## config.mk

```make
export PLATFORM = sky130hd
export DESIGN_NAME = rocket_flight_sequencer_top
export DESIGN_NICKNAME = d
export VERILOG_FILES = /design/src/hdl/rfs_pkg.sv /design/src/hdl/rocket_flight_sequencer_top.sv /design/src/hdl/rfs_cfg_regs.sv /design/src/hdl/rfs_step.sv
export SDC_FILE = /design/constraint.sdc
export NUM_CORES = 1
export LEC_CHECK = 0
export ABC_AREA = 1
export BUFFER_PORTS_ARGS = -buffer_cell sky130_fd_sc_hd__buf_2
export CAP_MARGIN = 25
export CORE_MARGIN = 1
export CORE_UTILIZATION = 50
export CTS_CLUSTER_DIAMETER = 200
export DETAILED_ROUTE_END_ITERATION = 8
export PLACE_DENSITY = 0.68
export SLEW_MARGIN = 20
export SYNTH_ARGS = -nofsm -noshare
export SYNTH_HDL_FRONTEND = slang
export SYNTH_HIERARCHICAL = 1
export SYNTH_SLANG_ARGS = --single-unit
```

## constraint.sdc

```tcl
create_clock -name clk -period 14.3 [get_ports clk]
set_clock_uncertainty 0.2 [all_clocks]
set_input_delay 2.86 -clock clk [delete_from_list [all_inputs] [get_ports clk]]
set_output_delay 2.86 -clock clk [all_outputs]
set_load 0.02 [all_outputs]
```

## src/hdl/rfs_pkg.sv

```systemverilog
// ----------------------------------------------------------------------------
// Rocket flight sequencer package
// Shared payload, configuration and state types, mode and beep codes, and
// the conversion of the internal one-hot mode to its numeric code.
// ----------------------------------------------------------------------------
package rfs_pkg;

  // Operation codes of an input transaction.
  localparam logic [1:0] OP_TICK  = 2'd0;
  localparam logic [1:0] OP_ARM   = 2'd1;
  localparam logic [1:0] OP_RESET = 2'd2;
  localparam logic [1:0] OP_CHECK = 2'd3;

  // Configuration register indexes.
  localparam logic [2:0] REG_DROGUE_PROTECT = 3'd0;
  localparam logic [2:0] REG_DROGUE_FORCE   = 3'd1;
  localparam logic [2:0] REG_MAIN_PROTECT   = 3'd2;
  localparam logic [2:0] REG_MAIN_FORCE     = 3'd3;
  localparam logic [2:0] REG_LANDING        = 3'd4;
  localparam logic [2:0] REG_BURNOUT_MIN    = 3'd5;
  localparam logic [2:0] REG_ANNOUNCE_LEAD  = 3'd6;
  localparam logic [2:0] REG_MAIN_ALTITUDE  = 3'd7;

  // Beep event bit positions.
  localparam int unsigned BEEP_ONCE  = 0;
  localparam int unsigned BEEP_LONG  = 1;
  localparam int unsigned BEEP_TWICE = 2;
  localparam int unsigned BEEP_ATTN  = 3;
  localparam int unsigned BEEP_LONG3 = 4;
  localparam int unsigned BEEP_WARN  = 5;

  // Landed to shutdown delay on top of the landing time.
  localparam logic [16:0] SHUTDOWN_DELAY_MS = 17'd5000;

  // Numeric mode codes as they appear on the result channel.
  localparam logic [3:0] CODE_STANDBY      = 4'd0;
  localparam logic [3:0] CODE_READY        = 4'd1;
  localparam logic [3:0] CODE_POWERED      = 4'd2;
  localparam logic [3:0] CODE_FREE_CLIMB   = 4'd3;
  localparam logic [3:0] CODE_FREE_DESCENT = 4'd4;
  localparam logic [3:0] CODE_DROGUE       = 4'd5;
  localparam logic [3:0] CODE_MAIN         = 4'd6;
  localparam logic [3:0] CODE_LANDED       = 4'd7;
  localparam logic [3:0] CODE_SHUTDOWN     = 4'd8;
  localparam logic [3:0] CODE_PROTECT      = 4'd9;

  // Flight mode, one-hot.
  typedef enum logic [9:0] {
    M_STANDBY      = 10'b00_0000_0001,
    M_READY        = 10'b00_0000_0010,
    M_POWERED      = 10'b00_0000_0100,
    M_FREE_CLIMB   = 10'b00_0000_1000,
    M_FREE_DESCENT = 10'b00_0001_0000,
    M_DROGUE       = 10'b00_0010_0000,
    M_MAIN         = 10'b00_0100_0000,
    M_LANDED       = 10'b00_1000_0000,
    M_SHUTDOWN     = 10'b01_0000_0000,
    M_PROTECT      = 10'b10_0000_0000
  } mode_t;

  // Input transaction payload.
  typedef struct packed {
    logic [1:0]         operation;
    logic [31:0]        now_ms;
    logic               pin_open;
    logic               launch_mode;
    logic               ignition;
    logic               falling;
    logic signed [15:0] altitude_m;
    logic signed [15:0] axial_force_n;
    logic signed [15:0] axial_jerk;
  } rfs_in_t;

  // Result transaction payload.
  typedef struct packed {
    logic [3:0]  mode;
    logic [31:0] elapsed_ms;
    logic        fire_drogue;
    logic        fire_main;
    logic [5:0]  beep_events;
    logic        logging;
    logic        logging_changed;
  } rfs_out_t;

  // Configuration register set.
  typedef struct packed {
    logic [15:0]        drogue_protect_ms;
    logic [15:0]        drogue_force_ms;
    logic [15:0]        main_protect_ms;
    logic [15:0]        main_force_ms;
    logic [15:0]        landing_ms;
    logic [15:0]        burnout_min_ms;
    logic [15:0]        announce_lead_ms;
    logic signed [15:0] main_altitude_m;
  } rfs_cfg_t;

  // Sequencer state carried from one transaction to the next.
  typedef struct packed {
    mode_t       mode;
    logic [31:0] launch_time;
    logic        drogue_announced;
    logic        main_announced;
    logic        logging;
  } rfs_state_t;

  // Map the one-hot mode to its numeric code.
  function automatic logic [3:0] mode_code(input mode_t m);
    logic [3:0] code;
    code = CODE_STANDBY;
    unique case (m)
      M_STANDBY:      code = CODE_STANDBY;
      M_READY:        code = CODE_READY;
      M_POWERED:      code = CODE_POWERED;
      M_FREE_CLIMB:   code = CODE_FREE_CLIMB;
      M_FREE_DESCENT: code = CODE_FREE_DESCENT;
      M_DROGUE:       code = CODE_DROGUE;
      M_MAIN:         code = CODE_MAIN;
      M_LANDED:       code = CODE_LANDED;
      M_SHUTDOWN:     code = CODE_SHUTDOWN;
      M_PROTECT:      code = CODE_PROTECT;
      default:        code = CODE_STANDBY;
    endcase
    return code;
  endfunction

endpackage

```

## src/hdl/rocket_flight_sequencer_top.sv

```systemverilog
// ----------------------------------------------------------------------------
// Rocket flight sequencer top level
// Input register, sequencer state, step logic and result register.
// ----------------------------------------------------------------------------
// Usage:
// Input transactions (tick, arm, reset command, power-on check) enter on the
// in_ valid/ready channel; every transaction yields exactly one result
// transaction on the out_ channel, in order. Configuration registers are
// written on the cfg_ channel, which is always ready; write them only while
// no transaction is in flight.
// Flow: a transaction accepted into the input register is evaluated against
// the state in one combinational pass, and its result is captured in the
// result register, which drives out_valid until the result is taken.
// The state update and the result capture share the same edge, so one
// transaction per cycle is sustained while out_ready stays high.
// Stall: when the receiver holds out_ready low, the result register holds;
// one more transaction is taken into the input register, then in_ready
// drops until the result is taken.
// Reset (synchronous, rst_n low): both registers empty, mode standby,
// launch time zero, announcement and logging flags cleared, configuration
// back to its defaults.
// ----------------------------------------------------------------------------
module rocket_flight_sequencer_top (
  input  logic              clk,
  input  logic              rst_n,
  input  logic              in_valid,
  output logic              in_ready,
  input  rfs_pkg::rfs_in_t  in_data,
  output logic              out_valid,
  input  logic              out_ready,
  output rfs_pkg::rfs_out_t out_data,
  input  logic              cfg_valid,
  output logic              cfg_ready,
  input  logic [2:0]        cfg_index,
  input  logic [15:0]       cfg_data
);
  import rfs_pkg::*;

  rfs_in_t    in_r;
  logic       in_vld_r;
  rfs_out_t   out_r;
  logic       out_vld_r;
  rfs_state_t st_r;
  rfs_state_t st_nxt;
  rfs_out_t   res;
  rfs_cfg_t   cfg;
  logic       advance;

  // Configuration registers.
  rfs_cfg_regs u_cfg (
    .clk       (clk),
    .rst_n     (rst_n),
    .cfg_valid (cfg_valid),
    .cfg_ready (cfg_ready),
    .cfg_index (cfg_index),
    .cfg_data  (cfg_data),
    .cfg       (cfg)
  );

  // Step logic between the input register and the result register.
  rfs_step u_step (
    .st     (st_r),
    .item   (in_r),
    .cfg    (cfg),
    .st_nxt (st_nxt),
    .res    (res)
  );

  // The held transaction moves on when the result register is free or drains.
  assign advance  = in_vld_r && (!out_vld_r || out_ready);
  assign in_ready = !in_vld_r || advance;

  // Control and state registers.
  always_ff @(posedge clk) begin
    if (!rst_n) begin
      in_vld_r              <= 1'b0;
      out_vld_r             <= 1'b0;
      st_r.mode             <= M_STANDBY;
      st_r.launch_time      <= '0;
      st_r.drogue_announced <= 1'b0;
      st_r.main_announced   <= 1'b0;
      st_r.logging          <= 1'b0;
    end else begin
      if (in_valid && in_ready) begin
        in_vld_r <= 1'b1;
      end else if (advance) begin
        in_vld_r <= 1'b0;
      end
      if (advance) begin
        out_vld_r <= 1'b1;
        st_r      <= st_nxt;
      end else if (out_ready) begin
        out_vld_r <= 1'b0;
      end
    end
  end

  // Payload registers.
  always_ff @(posedge clk) begin
    if (in_valid && in_ready) begin
      in_r <= in_data;
    end
    if (advance) begin
      out_r <= res;
    end
  end

  assign out_valid = out_vld_r;
  assign out_data  = out_r;

  // Data protection is only left through reset.
  a_protect_sticky : assert property (@(posedge clk) disable iff (!rst_n)
    st_r.mode == M_PROTECT |=> st_r.mode == M_PROTECT)
    else $error("left data protection without reset");

  // Commands and checks never report a logging change.
  a_log_tick_only : assert property (@(posedge clk) disable iff (!rst_n)
    advance && in_r.operation != OP_TICK |=> !out_r.logging_changed)
    else $error("logging change reported on a non-tick transaction");

  // Every separation firing comes with the double beep.
  a_fire_beep : assert property (@(posedge clk) disable iff (!rst_n)
    out_vld_r && (out_r.fire_drogue || out_r.fire_main) |-> out_r.beep_events[BEEP_TWICE])
    else $error("separation fired without double beep");

endmodule

```

## src/hdl/rfs_cfg_regs.sv

```systemverilog
// ----------------------------------------------------------------------------
// Rocket flight sequencer configuration registers
// Eight 16-bit timing and altitude registers, written by index, with their
// default values restored at reset.
// ----------------------------------------------------------------------------
module rfs_cfg_regs (
  input  logic            clk,
  input  logic            rst_n,
  input  logic            cfg_valid,
  output logic            cfg_ready,
  input  logic [2:0]      cfg_index,
  input  logic [15:0]     cfg_data,
  output rfs_pkg::rfs_cfg_t cfg
);
  import rfs_pkg::*;

  rfs_cfg_t cfg_r;

  // Writes are taken in any cycle.
  assign cfg_ready = 1'b1;
  assign cfg       = cfg_r;

  // Register file with reset defaults.
  always_ff @(posedge clk) begin
    if (!rst_n) begin
      cfg_r.drogue_protect_ms <= 16'd23000;
      cfg_r.drogue_force_ms   <= 16'd30000;
      cfg_r.main_protect_ms   <= 16'd40000;
      cfg_r.main_force_ms     <= 16'd45000;
      cfg_r.landing_ms        <= 16'd50000;
      cfg_r.burnout_min_ms    <= 16'd2000;
      cfg_r.announce_lead_ms  <= 16'd300;
      cfg_r.main_altitude_m   <= 16'sd100;
    end else if (cfg_valid && cfg_ready) begin
      unique case (cfg_index)
        REG_DROGUE_PROTECT: cfg_r.drogue_protect_ms <= cfg_data;
        REG_DROGUE_FORCE:   cfg_r.drogue_force_ms   <= cfg_data;
        REG_MAIN_PROTECT:   cfg_r.main_protect_ms   <= cfg_data;
        REG_MAIN_FORCE:     cfg_r.main_force_ms     <= cfg_data;
        REG_LANDING:        cfg_r.landing_ms        <= cfg_data;
        REG_BURNOUT_MIN:    cfg_r.burnout_min_ms    <= cfg_data;
        REG_ANNOUNCE_LEAD:  cfg_r.announce_lead_ms  <= cfg_data;
        REG_MAIN_ALTITUDE:  cfg_r.main_altitude_m   <= cfg_data;
      endcase
    end
  end

endmodule

```

## src/hdl/rfs_step.sv

```systemverilog
// ----------------------------------------------------------------------------
// Rocket flight sequencer step logic
// Combinational evaluation of one transaction against the current state:
// commands, forced separations with their announcements, and the mode
// transition, giving the next state and the result.
// ----------------------------------------------------------------------------
module rfs_step (
  input  rfs_pkg::rfs_state_t st,
  input  rfs_pkg::rfs_in_t    item,
  input  rfs_pkg::rfs_cfg_t   cfg,
  output rfs_pkg::rfs_state_t st_nxt,
  output rfs_pkg::rfs_out_t   res
);
  import rfs_pkg::*;

  mode_t       m;
  logic [31:0] lt;
  logic        da;
  logic        ma;
  logic        lg;
  logic [5:0]  beeps;
  logic        fd;
  logic        fm;
  logic        chg;
  logic        climb;
  logic        log_on;
  logic [31:0] el;
  logic [15:0] thr_drogue;
  logic [15:0] thr_main;
  logic [16:0] shutdown_ms;

  // Announcement thresholds saturate at zero when the lead exceeds the force time.
  assign thr_drogue = (cfg.drogue_force_ms >= cfg.announce_lead_ms) ?
                      cfg.drogue_force_ms - cfg.announce_lead_ms : 16'd0;
  assign thr_main   = (cfg.main_force_ms >= cfg.announce_lead_ms) ?
                      cfg.main_force_ms - cfg.announce_lead_ms : 16'd0;
  assign shutdown_ms = {1'b0, cfg.landing_ms} + SHUTDOWN_DELAY_MS;

  // Flight time since launch, from the launch time before this transaction.
  assign el = item.now_ms - st.launch_time;

  always_comb begin
    m      = st.mode;
    lt     = st.launch_time;
    da     = st.drogue_announced;
    ma     = st.main_announced;
    lg     = st.logging;
    beeps  = '0;
    fd     = 1'b0;
    fm     = 1'b0;
    chg    = 1'b0;
    climb  = 1'b0;
    log_on = 1'b0;

    unique case (item.operation)
      OP_ARM: begin
        if (m == M_STANDBY) begin
          m = M_READY;
          da = 1'b0;
          ma = 1'b0;
          beeps[BEEP_LONG] = 1'b1;
        end
      end
      OP_RESET: begin
        if (m != M_STANDBY && m != M_PROTECT) begin
          m = M_STANDBY;
          beeps[BEEP_LONG] = 1'b1;
        end
      end
      OP_CHECK: begin
        if (item.pin_open) begin
          m = M_PROTECT;
          beeps[BEEP_WARN] = 1'b1;
        end
      end
      OP_TICK: begin
        if (m != M_PROTECT) begin
          // A closed pin in any mode past ready drops back to standby.
          if (m != M_STANDBY && m != M_READY && !item.pin_open) begin
            m = M_STANDBY;
            beeps[BEEP_LONG] = 1'b1;
          end

          // Forced drogue separation and its announcement.
          climb = (m == M_POWERED) || (m == M_FREE_CLIMB) || (m == M_FREE_DESCENT);
          if (!da && climb && el >= {16'd0, thr_drogue}) begin
            da = 1'b1;
            beeps[BEEP_ATTN] = 1'b1;
          end
          if (climb && el >= {16'd0, cfg.drogue_force_ms}) begin
            m = M_DROGUE;
            fd = 1'b1;
            beeps[BEEP_TWICE] = 1'b1;
          end

          // Forced main separation and its announcement.
          if (!ma && m == M_DROGUE && el >= {16'd0, thr_main}) begin
            ma = 1'b1;
            beeps[BEEP_ATTN] = 1'b1;
          end
          if (m == M_DROGUE && el >= {16'd0, cfg.main_force_ms}) begin
            m = M_MAIN;
            fm = 1'b1;
            beeps[BEEP_TWICE] = 1'b1;
          end

          // Regular transition of the resulting mode.
          unique case (m)
            M_STANDBY: begin
              if (item.pin_open || item.launch_mode || item.ignition) begin
                m = M_READY;
                da = 1'b0;
                ma = 1'b0;
                beeps[BEEP_LONG] = 1'b1;
              end
            end
            M_READY: begin
              if (item.pin_open) begin
                m = M_POWERED;
                lt = item.now_ms;
                beeps[BEEP_ONCE] = 1'b1;
              end
            end
            M_POWERED: begin
              if (el >= {16'd0, cfg.burnout_min_ms} && item.axial_force_n[15] &&
                  item.axial_jerk[15]) begin
                m = M_FREE_CLIMB;
              end
            end
            M_FREE_CLIMB: begin
              if (item.falling) begin
                m = M_FREE_DESCENT;
              end
            end
            M_FREE_DESCENT: begin
              if (el >= {16'd0, cfg.drogue_protect_ms}) begin
                m = M_DROGUE;
                fd = 1'b1;
                beeps[BEEP_TWICE] = 1'b1;
              end
            end
            M_DROGUE: begin
              if (el >= {16'd0, cfg.main_protect_ms} &&
                  item.altitude_m < cfg.main_altitude_m) begin
                m = M_MAIN;
                fm = 1'b1;
                beeps[BEEP_TWICE] = 1'b1;
              end
            end
            M_MAIN: begin
              if (el >= {16'd0, cfg.landing_ms}) begin
                m = M_LANDED;
                beeps[BEEP_LONG3] = 1'b1;
              end
            end
            M_LANDED: begin
              if (el >= {15'd0, shutdown_ms}) begin
                m = M_SHUTDOWN;
              end
            end
            default: begin
            end
          endcase

          // Logging runs from ready through shutdown.
          log_on = (m != M_STANDBY) && (m != M_PROTECT);
          chg    = log_on != lg;
          lg     = log_on;
        end
      end
    endcase
  end

  // Next state and result.
  assign st_nxt.mode             = m;
  assign st_nxt.launch_time      = lt;
  assign st_nxt.drogue_announced = da;
  assign st_nxt.main_announced   = ma;
  assign st_nxt.logging          = lg;

  assign res.mode            = mode_code(m);
  assign res.elapsed_ms      = item.now_ms - lt;
  assign res.fire_drogue     = fd;
  assign res.fire_main       = fm;
  assign res.beep_events     = beeps;
  assign res.logging         = lg;
  assign res.logging_changed = chg;

endmodule
```

# [Word-level counts from Yosys, hierarchy flattened]
# Index checks and enable logic that the tools add are counted.
[totals] register_bits=307 out_inout_bits=49
[op_classes] n_addsub=5 n_lt_le_gt_ge=12 n_eq_ne=40 muxes=71 n_reduce_logical=43
[op_table] op="$ge 32x16->1" n=8
[op_table] op="$mux 10" n=23
[op_table] op="$mux 32" n=4
[op_table] op="$pmux 10 s8" n=1
[op_table] op="$sub 32x32->32" n=2
[op_table] op="$pmux 10 s4" n=1
[op_table] op="$pmux 4 s9" n=1
[op_table] op="$mux 1" n=34
[op_table] op="$ge 16x16->1" n=2
[op_table] op="$ge 32x17->1" n=1
[op_table] op="$mux 16" n=2
[op_table] op="$sub 16x16->16" n=2
[op_table] op="$eq 10x3->1 const B" n=3
[op_table] op="$eq 10x4->1 const B" n=3
[op_table] op="$eq 10x5->1 const B" n=3
[op_table] op="$eq 10x6->1 const B" n=3
[op_table] op="$eq 10x1->1 const B" n=2
[op_table] op="$eq 10x2->1 const B" n=2
[op_table] op="$eq 10x7->1 const B" n=2
[op_table] op="$eq 10x8->1 const B" n=2
[op_table] op="$ne 10x1->1 const B" n=2
[op_table] op="$ne 10x10->1 const B" n=2
[op_table] op="$reduce_and 2->1" n=9
[op_table] op="$add 16x13->17 const B" n=1
[op_table] op="other kinds (22)" n=56

# [Logic depth before layout (Yosys ltp)]
[depth] ltp_word=26 mapped_depth=44 depth_no_buf=43

# [Cells and area by module]
# Netlist, hierarchy kept.
[by_module_without_submodules] module="rfs_step" n_inst=1 cells_per_inst=1996 area_each_um2=11481.0 seq_area_each_um2=0.0
[by_module_without_submodules] module="rocket_flight_sequencer_top" n_inst=1 cells_per_inst=437 area_each_um2=6073.3 seq_area_each_um2=4904.7
[by_module_without_submodules] module="rfs_cfg_regs" n_inst=1 cells_per_inst=679 area_each_um2=4827.1 seq_area_each_um2=2562.5

# [Worst setup path after synthesis]
# No wires, ideal clock.
[synth_timing] path_type="input to output" startpoint="in out_ready" endpoint="out in_ready" arrival_time_ns=3.166 t_required_ns=11.240 path_slack_ns=8.074 cell_stages=2 n_path_buf=0 path_cell_list="inv_1 nand3_1"
[synth_between] elab_chain_len=3
[synth_lines] element="from (decl)" line_no="rocket_flight_sequencer_top.sv:30" text="input logic out_ready,"
[synth_lines] element="$logic_or 1x1->1" line_no="rocket_flight_sequencer_top.sv:70" text="assign advance = in_vld_r && (!out_vld_r || out_ready);"
[synth_lines] element="$logic_and 1x1->1" line_no="rocket_flight_sequencer_top.sv:70"
[synth_lines] element="$logic_or 1x1->1" line_no="rocket_flight_sequencer_top.sv:71" text="assign in_ready = !in_vld_r || advance;"
[synth_lines] element="to (decl)" line_no="rocket_flight_sequencer_top.sv:27" text="output logic in_ready,"
# Every way passes these cells.

==> reports/metrics.cfg <==
[run_status]
status = finished, final reports clean

[place]
port_buffers = 127
placed_area_sq_mm = 0.0226
gp_congestion = 0.916
dp_worst_setup_slack_ns = 7.52
post-dp-hpwl_um = 45000

[cts]
cts.sinks = 277
cts_made_buffers = 34
clk_pin_slew_ns = 0.07
cts_resized = 0
cts_root_buf = clkbuf_16
cts_tree = yes
postCtsSetupBuffers = 0
hold_buffers = 0
h-tree-depth = 2
clock_path_buffers = 3
clock_latency_ns = 0.56

[routing]
dr_total_vias = 19800
wl_per_cell_um = 15.7
drt_iter0_markers = 1345
ant_nets = 0
vias_per_cell = 5.26
drt_wl_total_um = 59200
drt-pass1-iter-count = 5
route.detailed.drc = 0

[job]
maxCapViolations = 0

[floorplanning]
die_x_um = 209
core_sq_mm = 0.0421
initial_utilization = 0.510
io_pins = 159
dieHeight_um = 209
num_rows = 75
die-area_sq_mm = 0.0438

[layout]
final_cell_area_sq_mm = 0.0238
diodes = 0
final_nets = 3560
regArea_sq_mm = 0.00657
final_layout_size_suffix_gt1_frac = 0.0991
multi_input_area_sq_mm = 0.0125
final_cell_mix = nand2_1 (755), inv_1 (515), nor2_1 (349), nand3_1 (253), ha_1 (252)
area_delta_synth_final_pct = 10.6
mostFrequentLayoutCell = nand2_1
nFillCells = 4043

[grt]
grt.total_usage = 0.271
grt_pass1_vias = 18500
grt_pass1_wl_um = 94800
grt_overflow = 0
grt_start_max_net_pins = 99
antenna_found_initial = 0

[critical_path]
cp-end-kind = flop
criticalPathCategory = reg -> reg
path_depth = 30
cp_max_fo = 58
start_kind = flop
slowest_delay_ns = 0.40
crit_slowest_cell = o21bai_1
cp.arrival_ns = 6.91
path_buf_inv = 5
required_ns = 14.39
reg2regPathDepth = 30
critPathTopFamily = compound AO/OA/AOI/OAI gates

[synth]
avgSynthCellArea_sq_um = 6.97
syn_nets = 3448
synth_cells = 3082
synth_area_sq_mm = 0.0215
ys_warn_count = 6

[min_path]
holdPathStages = 2
hold_class = reg -> reg

[timing]
fmax_mhz = 147
fin_ws_ns = 7.48
min_period_over_period = 0.477
grt_setup_unrepaired = false
drv_slew = 0
setup_viol = 0
tightest_slew_ns = 1.01
hold_viol = 0
fin_tns_setup_ns = 0
slew_headroom = 0.324
min_period_ns = 6.82

[power_and_ir_drop]
vdd_drop_max_v = 0.000108
leakage_nw = 12.2
p_per_area_mw_per_mm2 = 109

[worst reg2reg max path, delay by kind of cell, from the launching register on]
family                     cells  cell delay (ns)
AOI/OAI and AO/OA             12             2.74
and+or+nand+nor               11             2.01
buffers and inverters          5             0.82
adders and majority gates      1             0.35
DFF                            1             0.34
xor gates and xnor gates       1             0.10
[final cells by class]
cell class | count | area share
inverter | 542 | 0.0857
tap | 539 | 0.0284
timing repair buffer | 155 | 0.0362
clock inverter | 14 | 0.00748
sequential | 277 | 0.276
multi-input combinational | 2184 | 0.525
clock buffer | 48 | 0.0410
[metal layers]
| layer | global-route usage | up-vias | wire length (um) |
|---|---|---|---|
| met5 | 0 | - | 0 |
| met4 | 0.0662 | 0 | 1050 |
| met3 | 0.0308 | 69 | 3430 |
| met2 | 0.441 | 540 | 26400 |
| met1 | 0.382 | 9039 | 28300 |
| li1 | - | 10100 | - |
[where the power goes]
group / switching, mW / internal (mW)
clock network: 0.363 / 0.519
logic: 0.514 / 0.293
registers: 0.0276 / 0.869
total: 0.905 / 1.68
[flip-flops by register name (all words and copies together) (netlist names)]
register   count
st_r          45
out_valid      1
in_r          56
out_data      46
u_cfg/cfg    128
in_vld_r       1
[metrics by stage]
stage                     hold WS, ns  total power [mW]  cells   util
final                           0.260              2.58   3759  0.564
after global routing            0.282              2.75   3759  0.564
after CTS                       0.261              2.60   3759  0.564
after detailed placement        0.243              1.71   3697  0.537
after global placement          0.239              1.68   3696  0.536
after floorplan                 0.229              1.48   3082      -
[path summary, 6_finish.rpt]
check | start | endpoint | slack [ns]
setup / recovery | st_r[40]$_SDFFE_PN0P_ | out_data[40]$_DFFE_PP_ | 7.48
hold / removal | u_cfg/cfg[18]$_SDFFE_PN1P_ | u_cfg/cfg[18]$_SDFFE_PN1P_ | 0.26
setup reg to reg | st_r[40]$_SDFFE_PN0P_ | out_data[40]$_DFFE_PP_ | 7.48
hold reg to reg | u_cfg/cfg[18]$_SDFFE_PN1P_ | u_cfg/cfg[18]$_SDFFE_PN1P_ | 0.26
(Power assumes the default switching activity.)
